**config.mk**
```make
export PLATFORM = sky130hd
export DESIGN_NAME = nearest_reference_color_classifier_core
export DESIGN_NICKNAME = d
export VERILOG_FILES = /design/src/rtl/ncc_pkg.sv /design/src/rtl/ncc_ctrl.sv /design/src/rtl/ncc_datapath.sv /design/src/rtl/nearest_reference_color_classifier_core.sv
export SDC_FILE = /design/constraint.sdc
export NUM_CORES = 1
export LEC_CHECK = 0
export BUFFER_PORTS_ARGS = -buffer_cell sky130_fd_sc_hd__buf_2
export CORE_ASPECT_RATIO = 0.6
export CORE_MARGIN = 8
export CORE_UTILIZATION = 23
export CTS_CLUSTER_DIAMETER = 120
export CTS_CLUSTER_SIZE = 16
export DETAILED_ROUTE_END_ITERATION = 8
export GPL_TIMING_DRIVEN = 0
export PLACE_DENSITY_LB_ADDON = 0.1
export SYNTH_ARGS = -nofsm -noshare
export SYNTH_HDL_FRONTEND = slang
export SYNTH_SLANG_ARGS = --single-unit
export TNS_END_PERCENT = 1
```
**constraint.sdc**
```tcl
create_clock -name clk_i -period 12.3 [get_ports clk_i]
set_clock_uncertainty 0.2 [all_clocks]
set_input_delay 1.845 -clock clk_i [delete_from_list [all_inputs] [get_ports clk_i]]
set_output_delay 1.845 -clock clk_i [all_outputs]
set_load 0.01 [all_outputs]
```
**src/rtl/ncc_pkg.sv**
```systemverilog
package ncc_pkg;

  localparam int unsigned DIST_W    = 21;
  localparam int unsigned OP_W      = 2;
  localparam int unsigned SLOT_W    = 2;
  localparam int unsigned CFG_IDX_W = 1;

  localparam logic [DIST_W-1:0] REJECT_LIMIT_RST = 21'd999999;
  localparam logic [DIST_W-1:0] TRACK_TOL_RST    = 21'd0;

  typedef enum logic [OP_W-1:0] {
    OP_CALIBRATE = 2'd0,
    OP_CLASSIFY  = 2'd1,
    OP_TRACK     = 2'd2
  } op_e;

  typedef enum logic [CFG_IDX_W-1:0] {
    REG_REJECT_LIMIT = 1'b0,
    REG_TRACK_TOL    = 1'b1
  } cfg_reg_e;

  typedef enum logic [3:0] {
    S_IDLE,
    S_DECODE,
    S_ACC,
    S_DIV,
    S_WRITE,
    S_SCAN,
    S_TRACK,
    S_DRAIN,
    S_RESULT,
    S_NOP
  } ctl_state_e;

  typedef struct packed {
    logic capture;
    logic init;
    logic acc;
    logic div_step;
    logic write_ref;
    logic sq;
    logic sel_mem;
    logic emit;
    logic done_flag;
  } ncc_cmd_t;

  typedef struct packed {
    logic [OP_W-1:0] op;
    logic            cnt_full;
    logic            scan_last;
  } ncc_sts_t;

endpackage

```
**src/rtl/ncc_ctrl.sv**
```systemverilog
module ncc_ctrl (
  input  logic             clk_i,
  input  logic             rst_ni,
  input  logic             start_i,
  output logic             busy_o,
  input  ncc_pkg::ncc_sts_t sts_i,
  output ncc_pkg::ncc_cmd_t cmd_o
);
  import ncc_pkg::*;

  ctl_state_e state_q, state_d;

  always_ff @(posedge clk_i or negedge rst_ni) begin
    if (!rst_ni) begin
      state_q <= S_IDLE;
    end else begin
      state_q <= state_d;
    end
  end

  always_comb begin
    state_d = state_q;
    unique case (state_q)
      S_IDLE: begin
        if (start_i) begin
          state_d = S_DECODE;
        end
      end
      S_DECODE: begin
        unique case (sts_i.op)
          OP_CALIBRATE: state_d = S_ACC;
          OP_CLASSIFY:  state_d = S_SCAN;
          OP_TRACK:     state_d = S_TRACK;
          default:      state_d = S_NOP;
        endcase
      end
      S_ACC: begin
        state_d = sts_i.cnt_full ? S_DIV : S_IDLE;
      end
      S_DIV:    state_d = S_WRITE;
      S_WRITE:  state_d = S_IDLE;
      S_SCAN: begin
        if (sts_i.scan_last) begin
          state_d = S_DRAIN;
        end
      end
      S_TRACK:  state_d = S_DRAIN;
      S_DRAIN:  state_d = S_RESULT;
      S_RESULT: state_d = S_IDLE;
      S_NOP:    state_d = S_IDLE;
      default:  state_d = S_IDLE;
    endcase
  end

  always_comb begin
    cmd_o  = '0;
    busy_o = 1'b1;
    unique case (state_q)
      S_IDLE: begin
        busy_o        = 1'b0;
        cmd_o.capture = start_i;
      end
      S_DECODE: cmd_o.init = 1'b1;
      S_ACC: begin
        cmd_o.acc  = 1'b1;
        cmd_o.emit = !sts_i.cnt_full;
      end
      S_DIV:    cmd_o.div_step = 1'b1;
      S_WRITE: begin
        cmd_o.write_ref = 1'b1;
        cmd_o.emit      = 1'b1;
        cmd_o.done_flag = 1'b1;
      end
      S_SCAN:   cmd_o.sq = 1'b1;
      S_TRACK: begin
        cmd_o.sq      = 1'b1;
        cmd_o.sel_mem = 1'b1;
      end
      S_DRAIN:  cmd_o = '0;
      S_RESULT: cmd_o.emit = 1'b1;
      S_NOP:    cmd_o.emit = 1'b1;
      default:  cmd_o = '0;
    endcase
  end

endmodule

```
**src/rtl/ncc_datapath.sv**
```systemverilog
module ncc_datapath #(
  parameter int unsigned SAMPLES      = 64,
  parameter int unsigned SLOTS        = 4,
  parameter int unsigned READING_BITS = 10
) (
  input  logic                         clk_i,
  input  logic                         rst_ni,
  input  ncc_pkg::ncc_cmd_t            cmd_i,
  output ncc_pkg::ncc_sts_t            sts_o,
  input  logic                         cfg_we_i,
  input  logic [ncc_pkg::CFG_IDX_W-1:0] cfg_idx_i,
  input  logic [ncc_pkg::DIST_W-1:0]   cfg_data_i,
  input  logic [ncc_pkg::OP_W-1:0]     opcode_i,
  input  logic [ncc_pkg::SLOT_W-1:0]   color_slot_i,
  input  logic [READING_BITS-1:0]      red_reading_i,
  input  logic [READING_BITS-1:0]      blue_reading_i,
  output logic                         result_valid_o,
  output logic [ncc_pkg::SLOT_W-1:0]   match_index_o,
  output logic                         no_match_o,
  output logic [ncc_pkg::DIST_W-1:0]   min_distance_o,
  output logic                         lost_track_o,
  output logic                         calibration_done_o
);
  import ncc_pkg::*;

  localparam int unsigned RB   = READING_BITS;
  localparam int unsigned IW   = (SLOTS > 1) ? $clog2(SLOTS) : 1;
  localparam int unsigned CW   = (SAMPLES > 1) ? $clog2(SAMPLES) : 1;
  localparam int unsigned SW   = RB + $clog2(SAMPLES);
  localparam int unsigned SQW  = 2 * RB;
  localparam int unsigned XW   = (SQW + 1 > DIST_W) ? SQW + 1 : DIST_W;
  localparam int unsigned SXW  = SLOT_W + 3;
  localparam int unsigned RK   = SW + $clog2(SAMPLES);
  localparam int unsigned MW   = SW + 1;
  localparam int unsigned PW   = SW + MW;
  localparam logic [MW-1:0] RECIP =
    MW'(((64'd1 << RK) + 64'(SAMPLES) - 64'd1) / 64'(SAMPLES));

  // configuration
  logic [DIST_W-1:0] reject_q, tol_q;

  always_ff @(posedge clk_i or negedge rst_ni) begin
    if (!rst_ni) begin
      reject_q <= REJECT_LIMIT_RST;
      tol_q    <= TRACK_TOL_RST;
    end else if (cfg_we_i) begin
      unique case (cfg_idx_i)
        REG_REJECT_LIMIT: reject_q <= cfg_data_i;
        REG_TRACK_TOL:    tol_q    <= cfg_data_i;
        default:          reject_q <= reject_q;
      endcase
    end
  end

  // captured item
  logic [OP_W-1:0] op_q;
  logic [IW-1:0]   slot_q;
  logic [RB-1:0]   red_q, blue_q;
  logic [SXW-1:0]  slot_ext, slot_red;

  assign slot_ext = SXW'(color_slot_i);
  assign slot_red = (slot_ext >= SXW'(SLOTS)) ? slot_ext - SXW'(SLOTS) : slot_ext;

  always_ff @(posedge clk_i) begin
    if (cmd_i.capture) begin
      op_q   <= opcode_i;
      slot_q <= slot_red[IW-1:0];
      red_q  <= red_reading_i;
      blue_q <= blue_reading_i;
    end
  end

  // slot scan counter
  logic [IW-1:0] step_q;

  always_ff @(posedge clk_i or negedge rst_ni) begin
    if (!rst_ni) begin
      step_q <= '0;
    end else if (cmd_i.init) begin
      step_q <= '0;
    end else if (cmd_i.sq) begin
      step_q <= step_q + 1'b1;
    end
  end

  // running sums, sample count, averages by reciprocal multiply
  logic [SW-1:0] rsum_q, bsum_q;
  logic [CW-1:0] cnt_q;
  logic [PW-1:0] rprod, bprod;
  logic [RB-1:0] ravg_q, bavg_q;

  assign rprod = PW'(rsum_q) * PW'(RECIP);
  assign bprod = PW'(bsum_q) * PW'(RECIP);

  always_ff @(posedge clk_i or negedge rst_ni) begin
    if (!rst_ni) begin
      rsum_q <= '0;
      bsum_q <= '0;
      ravg_q <= '0;
      bavg_q <= '0;
      cnt_q  <= '0;
    end else begin
      if (cmd_i.div_step) begin
        ravg_q <= rprod[RK +: RB];
        bavg_q <= bprod[RK +: RB];
      end
      if (cmd_i.write_ref) begin
        rsum_q <= '0;
        bsum_q <= '0;
      end else if (cmd_i.acc) begin
        rsum_q <= rsum_q + SW'(red_q);
        bsum_q <= bsum_q + SW'(blue_q);
      end
      if (cmd_i.acc) begin
        cnt_q <= sts_o.cnt_full ? '0 : cnt_q + 1'b1;
      end
    end
  end

  // reference slots and remembered reference
  logic [RB-1:0] ref_red_q [SLOTS];
  logic [RB-1:0] ref_blue_q[SLOTS];
  logic [RB-1:0] mem_red_q, mem_blue_q;
  logic          found_q;
  logic [RB-1:0] cand_red_q, cand_blue_q;

  always_ff @(posedge clk_i or negedge rst_ni) begin
    if (!rst_ni) begin
      for (int i = 0; i < SLOTS; i++) begin
        ref_red_q[i]  <= '0;
        ref_blue_q[i] <= '0;
      end
    end else if (cmd_i.write_ref) begin
      ref_red_q[slot_q]  <= ravg_q;
      ref_blue_q[slot_q] <= bavg_q;
    end
  end

  always_ff @(posedge clk_i or negedge rst_ni) begin
    if (!rst_ni) begin
      mem_red_q  <= '0;
      mem_blue_q <= '0;
    end else if (cmd_i.emit && (op_q == OP_CLASSIFY) && found_q) begin
      mem_red_q  <= cand_red_q;
      mem_blue_q <= cand_blue_q;
    end
  end

  // shared distance unit, stage one: abs differences and squares
  logic [RB-1:0]  opr_red, opr_blue, dr, db;
  logic [SQW-1:0] sq_r_q, sq_b_q;
  logic [RB-1:0]  opr_red_q, opr_blue_q;
  logic [IW-1:0]  cmp_idx_q;
  logic           cmp_vld_q;

  assign opr_red  = cmd_i.sel_mem ? mem_red_q  : ref_red_q[step_q];
  assign opr_blue = cmd_i.sel_mem ? mem_blue_q : ref_blue_q[step_q];
  assign dr = (red_q >= opr_red) ? red_q - opr_red : opr_red - red_q;
  assign db = (blue_q >= opr_blue) ? blue_q - opr_blue : opr_blue - blue_q;

  always_ff @(posedge clk_i) begin
    if (cmd_i.sq) begin
      sq_r_q     <= SQW'(dr) * SQW'(dr);
      sq_b_q     <= SQW'(db) * SQW'(db);
      opr_red_q  <= opr_red;
      opr_blue_q <= opr_blue;
      cmp_idx_q  <= step_q;
    end
  end

  // stage two: sum and compare
  logic [XW-1:0] d, best_q, smallest_q, last_d_q;
  logic [IW-1:0] match_q;

  assign d = XW'(sq_r_q) + XW'(sq_b_q);

  always_ff @(posedge clk_i or negedge rst_ni) begin
    if (!rst_ni) begin
      cmp_vld_q <= 1'b0;
      found_q   <= 1'b0;
    end else begin
      cmp_vld_q <= cmd_i.sq;
      if (cmd_i.init) begin
        found_q <= 1'b0;
      end else if (cmp_vld_q && (d < best_q)) begin
        found_q <= 1'b1;
      end
    end
  end

  always_ff @(posedge clk_i) begin
    if (cmd_i.init) begin
      best_q <= XW'(reject_q);
    end else if (cmp_vld_q) begin
      last_d_q <= d;
      if ((cmp_idx_q == '0) || (d < smallest_q)) begin
        smallest_q <= d;
      end
      if (d < best_q) begin
        best_q      <= d;
        match_q     <= cmp_idx_q;
        cand_red_q  <= opr_red_q;
        cand_blue_q <= opr_blue_q;
      end
    end
  end

  // result register
  logic                result_valid_q;
  logic [XW-1:0]       dist_sel;
  logic [SLOT_W+IW-1:0] match_ext;

  assign match_ext = (SLOT_W+IW)'(match_q);

  always_comb begin
    dist_sel = '0;
    if (op_q == OP_CLASSIFY) begin
      dist_sel = found_q ? best_q : smallest_q;
    end else if (op_q == OP_TRACK) begin
      dist_sel = last_d_q;
    end
  end

  always_ff @(posedge clk_i or negedge rst_ni) begin
    if (!rst_ni) begin
      result_valid_q <= 1'b0;
    end else begin
      result_valid_q <= cmd_i.emit;
    end
  end

  always_ff @(posedge clk_i) begin
    if (cmd_i.emit) begin
      match_index_o      <= ((op_q == OP_CLASSIFY) && found_q) ?
                            match_ext[SLOT_W-1:0] : '0;
      no_match_o         <= (op_q == OP_CLASSIFY) && !found_q;
      min_distance_o     <= dist_sel[DIST_W-1:0];
      lost_track_o       <= (op_q == OP_TRACK) && (last_d_q >= XW'(tol_q));
      calibration_done_o <= cmd_i.done_flag;
    end
  end

  assign result_valid_o  = result_valid_q;
  assign sts_o.op        = op_q;
  assign sts_o.cnt_full  = (cnt_q == CW'(SAMPLES - 1));
  assign sts_o.scan_last = (step_q == IW'(SLOTS - 1));

endmodule

```
**src/rtl/nearest_reference_color_classifier_core.sv**
```systemverilog
// states per item: unused opcode decode, nop; ordinary calibrate sample decode, acc; the
// sample closing a calibration run decode, acc, div, write (the averages come from one
// reciprocal multiply); track decode, track, drain, result; classify decode, scan (one slot
// per cycle through one shared distance unit), drain, result; one item at a time, next item
// taken in the strobe cycle; reset clears all slots, the remembered reference, sums and count;
// reject limit 999999, tolerance 0; results last one cycle and the receiver cannot stall
module nearest_reference_color_classifier_core #(
  parameter int unsigned SAMPLES      = 64,
  parameter int unsigned SLOTS        = 4,
  parameter int unsigned READING_BITS = 10
) (
  input  logic                          clk_i,
  input  logic                          rst_ni,
  input  logic                          start_i,
  output logic                          busy_o,
  input  logic                          cfg_we_i,
  input  logic [ncc_pkg::CFG_IDX_W-1:0] cfg_idx_i,
  input  logic [ncc_pkg::DIST_W-1:0]    cfg_data_i,
  input  logic [ncc_pkg::OP_W-1:0]      opcode_i,
  input  logic [ncc_pkg::SLOT_W-1:0]    color_slot_i,
  input  logic [READING_BITS-1:0]       red_reading_i,
  input  logic [READING_BITS-1:0]       blue_reading_i,
  output logic                          result_valid_o,
  output logic [ncc_pkg::SLOT_W-1:0]    match_index_o,
  output logic                          no_match_o,
  output logic [ncc_pkg::DIST_W-1:0]    min_distance_o,
  output logic                          lost_track_o,
  output logic                          calibration_done_o
);
  import ncc_pkg::*;

  ncc_cmd_t cmd;
  ncc_sts_t sts;

  ncc_ctrl u_ctrl (
    .clk_i   (clk_i),
    .rst_ni  (rst_ni),
    .start_i (start_i),
    .busy_o  (busy_o),
    .sts_i   (sts),
    .cmd_o   (cmd)
  );

  ncc_datapath #(
    .SAMPLES      (SAMPLES),
    .SLOTS        (SLOTS),
    .READING_BITS (READING_BITS)
  ) u_datapath (
    .clk_i              (clk_i),
    .rst_ni             (rst_ni),
    .cmd_i              (cmd),
    .sts_o              (sts),
    .cfg_we_i           (cfg_we_i),
    .cfg_idx_i          (cfg_idx_i),
    .cfg_data_i         (cfg_data_i),
    .opcode_i           (opcode_i),
    .color_slot_i       (color_slot_i),
    .red_reading_i      (red_reading_i),
    .blue_reading_i     (blue_reading_i),
    .result_valid_o     (result_valid_o),
    .match_index_o      (match_index_o),
    .no_match_o         (no_match_o),
    .min_distance_o     (min_distance_o),
    .lost_track_o       (lost_track_o),
    .calibration_done_o (calibration_done_o)
  );

endmodule

```
==> flow_metrics.env <==
export IMPL_clk_latency_ps=630
export IMPL_cts_resized=0
export IMPL_crit_required_ps=12440
export IMPL_root_buffer="clkbuf_16"
export IMPL_synthFlopType="dfrtp_1"
export IMPL_period_share_pct=90.8
export IMPL_grt_setup_unrepaired="no"
export IMPL_portBuffers=77
export IMPL_grt_pass1_wl_um=110000
export IMPL_fin_setup_tns_ps=0
export IMPL_die_h_um=274
export IMPL_grt_max_degree=107
export IMPL_htreeDepth=1
export IMPL_hold_buffers=0
export IMPL_start_kind="flop"
export IMPL_via_count=16300
export IMPL_synth_top_cells_by_area="edfxtp_1 23%, dfrtp_1 19%, ha_1 12%"
export IMPL_avgSynthCellArea_um2=11.5
export IMPL_synth_seq_area_share_pct=43.7
export IMPL_fin_cells=3830
export IMPL_report_final_slew_viol_count=0
export IMPL_slew_headroom_pct=14.8
export IMPL_wire_per_inst_um=18.6
export IMPL_globalRouteOverflowTotal=0
export IMPL_cp_slowest_cell="xor2_1"
export IMPL_place_inst=3775
export IMPL_place_congestion=0.788
export IMPL_core_area_um2=110000
export IMPL_fmax_mhz=89.6
export IMPL_grt_pass1_vias=17300
export IMPL_synth_edf_count=195
export IMPL_clockBufferDepth=3
export IMPL_ys_types=66
export IMPL_ant_nets=0
export IMPL_yosys_warnings=0
export IMPL_worstHoldStart="u_datapath.opr_red_q[5]"
export IMPL_rows=94
export IMPL_postCtsSetupRepairBufs=0
export IMPL_hp_class="flop to flop"
export IMPL_regToRegEndpoint="u_datapath.sq_b_q[18]"
export IMPL_dr_pass1_iters=7
export IMPL_clkSinkCount=404
export IMPL_r2r_cells=35
export IMPL_path_common_cell="fa_1"
export IMPL_cts_buffers=29
export IMPL_tightest_slew_ps=1270
export IMPL_arrival_ps=11310
export IMPL_crit_path_max_fanout=10
export IMPL_hold_slack_ps=208
export IMPL_cts_tree="built"
export IMPL_clk_pin_slew_worst_paths_ps=80
export IMPL_hold_path_end="u_datapath.cand_red_q[5]"
export IMPL_antenna_found_initial=5
export IMPL_initial_core_util_pct=23.2
export IMPL_finalNetCount=2713
export IMPL_syn_cell_area_um2=25400
export IMPL_synth_top_area_share_pct=23.0
export IMPL_post_dp_hpwl_um=56200
export IMPL_max_stage_delay_ps=790
export IMPL_syn_to_final_growth_pct=13.0
export IMPL_wl_um=71100
export IMPL_synth_nets=2597
export IMPL_hold_viol=0
export IMPL_path_class="flop to flop"
export IMPL_setup_violations=0
export IMPL_drt_iter0_drc=756
export IMPL_synth_top_cells_by_count="310 x inv_1, 242 x ha_1, 197 x dfrtp_1"
export IMPL_regToRegStartpoint="u_ctrl.state_q[2]"
export IMPL_drv_cap=0
export IMPL_async_reset_ff_share_pct=51.7
export IMPL_drc=0
export IMPL_synth_most_common_cell="inv_1"
export IMPL_min_period_ps=11170
export IMPL_synth_top_area_cell="edfxtp_1"
export IMPL_io_pins=78
export IMPL_die_w_um=445
export IMPL_via_per_inst=4.26
export IMPL_ys_ff_latch=404
export IMPL_min_path_cells=0
export IMPL_drive_above_1_share_pct=15.0
export IMPL_die_area_um2=122000
export IMPL_r2r_slack_ps=1130
export IMPL_grt_use_total_pct=11.6
export IMPL_crit_path_end_kind="flop"
export IMPL_syn_inst=2202
export IMPL_run_status="finished, final reports clean"
[critical path, delay by kind of cell, from the launching register on]
| family | cells | cell delay [ps] |
|---|---|---|
| muxes | 1 | 230 |
| buffers and inverters | 8 | 1810 |
| AOI/OAI and AO/OA | 10 | 2690 |
| xor gates and xnor gates | 2 | 900 |
| adders and majority gates | 8 | 3560 |
| DFF | 1 | 330 |
| and+or+nand+nor | 6 | 1160 |
[through the flow]
stage	setup WS [ps]	utilization, %	area (um2)
floorplan	3330	-	25400
global placement	1250	25.2	27700
detailed placement	1150	25.4	27900
CTS	1050	26.2	28700
global route	375	26.2	28700
finish	1130	26.2	28700
[placed cells by master (no fill, tap or decap), types with 8 or more instances in the layout]
master,synthesis,layout
nand3_1,25,25
or3_1,8,8
o211ai_1,11,11
edfxtp_1,195,195
dfstp_2,12,12
nand4_1,13,13
nand2_1,167,167
mux2i_1,34,34
a21oi_1,86,85
buf_2,6,82
dfrtp_1,197,197
clkbuf_1,43,62
mux2_2,174,174
a21o_1,51,51
fa_1,103,103
o31ai_1,13,12
mux4_2,20,20
a22o_1,23,23
clkbuf_16,0,30
ha_1,242,242
and3_1,12,11
and2_1,9,9
xor2_1,27,27
nor2_1,103,102
o21ai_0,77,77
nor2b_1,18,18
o21a_1,13,13
nand2b_1,19,19
nor3_1,19,18
o21bai_1,18,18
inv_1,310,310
xnor2_1,69,69
[final cells by class]
cell class	count	area (um2)
diodes	3	7.51
plain buffers	55	221
clock buffers	50	827
clock inverters	2	17.5
fillers	11500	80900
inverters	311	1170
multi-input cells	1432	13000
flip-flops and latches	404	11100
well taps	1488	1860
repair buffers	85	533
[worst max path at each step]
stage | from | end | slack, ps
floorplan | u_datapath.step_q[0] | u_datapath.sq_b_q[18] | 3330
global placement | u_datapath.step_q[0] | u_datapath.sq_b_q[18] | 1250
detailed placement | u_ctrl.state_q[2] | u_datapath.sq_b_q[18] | 1150
CTS | u_ctrl.state_q[2] | u_datapath.sq_b_q[18] | 1050
global route | u_ctrl.state_q[2] | u_datapath.sq_b_q[18] | 380
finish | u_ctrl.state_q[2] | u_datapath.sq_b_q[18] | 1130
[sequential cells by signal, indices dropped and copies added (netlist names), 6 cells and up]
register	count
u_datapath.sq_r_q	19
u_datapath.bsum_q	16
u_datapath.blue_q	10
u_datapath.opr_blue_q	10
u_datapath.ref_red_q	40
u_datapath.red_q	10
u_datapath.sq_b_q	19
u_datapath.smallest_q	21
u_datapath.rsum_q	16
u_datapath.opr_red_q	10
u_datapath.cand_blue_q	10
u_datapath.bavg_q	10
u_datapath.ref_blue_q	40
u_datapath.cnt_q	6
u_datapath.reject_q	21
u_datapath.tol_q	21
u_datapath.best_q	21
u_datapath.last_d_q	21
u_datapath.min_distance_o	21
u_datapath.ravg_q	10
u_datapath.mem_red_q	10
u_datapath.cand_red_q	10
u_datapath.mem_blue_q	10
[cells by family after synthesis]
| logic type | count (synthesis) | synth area share, % |
|---|---|---|
| buf+inv | 366 | 5.46 |
| fa+ha+maj | 345 | 20.0 |
| mux | 229 | 10.9 |
| xor+xnor | 97 | 3.37 |
| simple gates | 406 | 7.20 |
| flops | 404 | 43.7 |
| compound gates | 355 | 9.42 |
[layer usage]
layer	wire length [um]	up-vias	track usage, %
met5	0	-	0
li1	-	7882	-
met3	2210	52	1.48
met4	896	0	1.54
met2	27100	201	16.1
met1	40900	8183	19.2
Power is left out: the tool's default activity adds up to more than one toggle a clock period on the data nets, which glitch-free logic cannot reach.
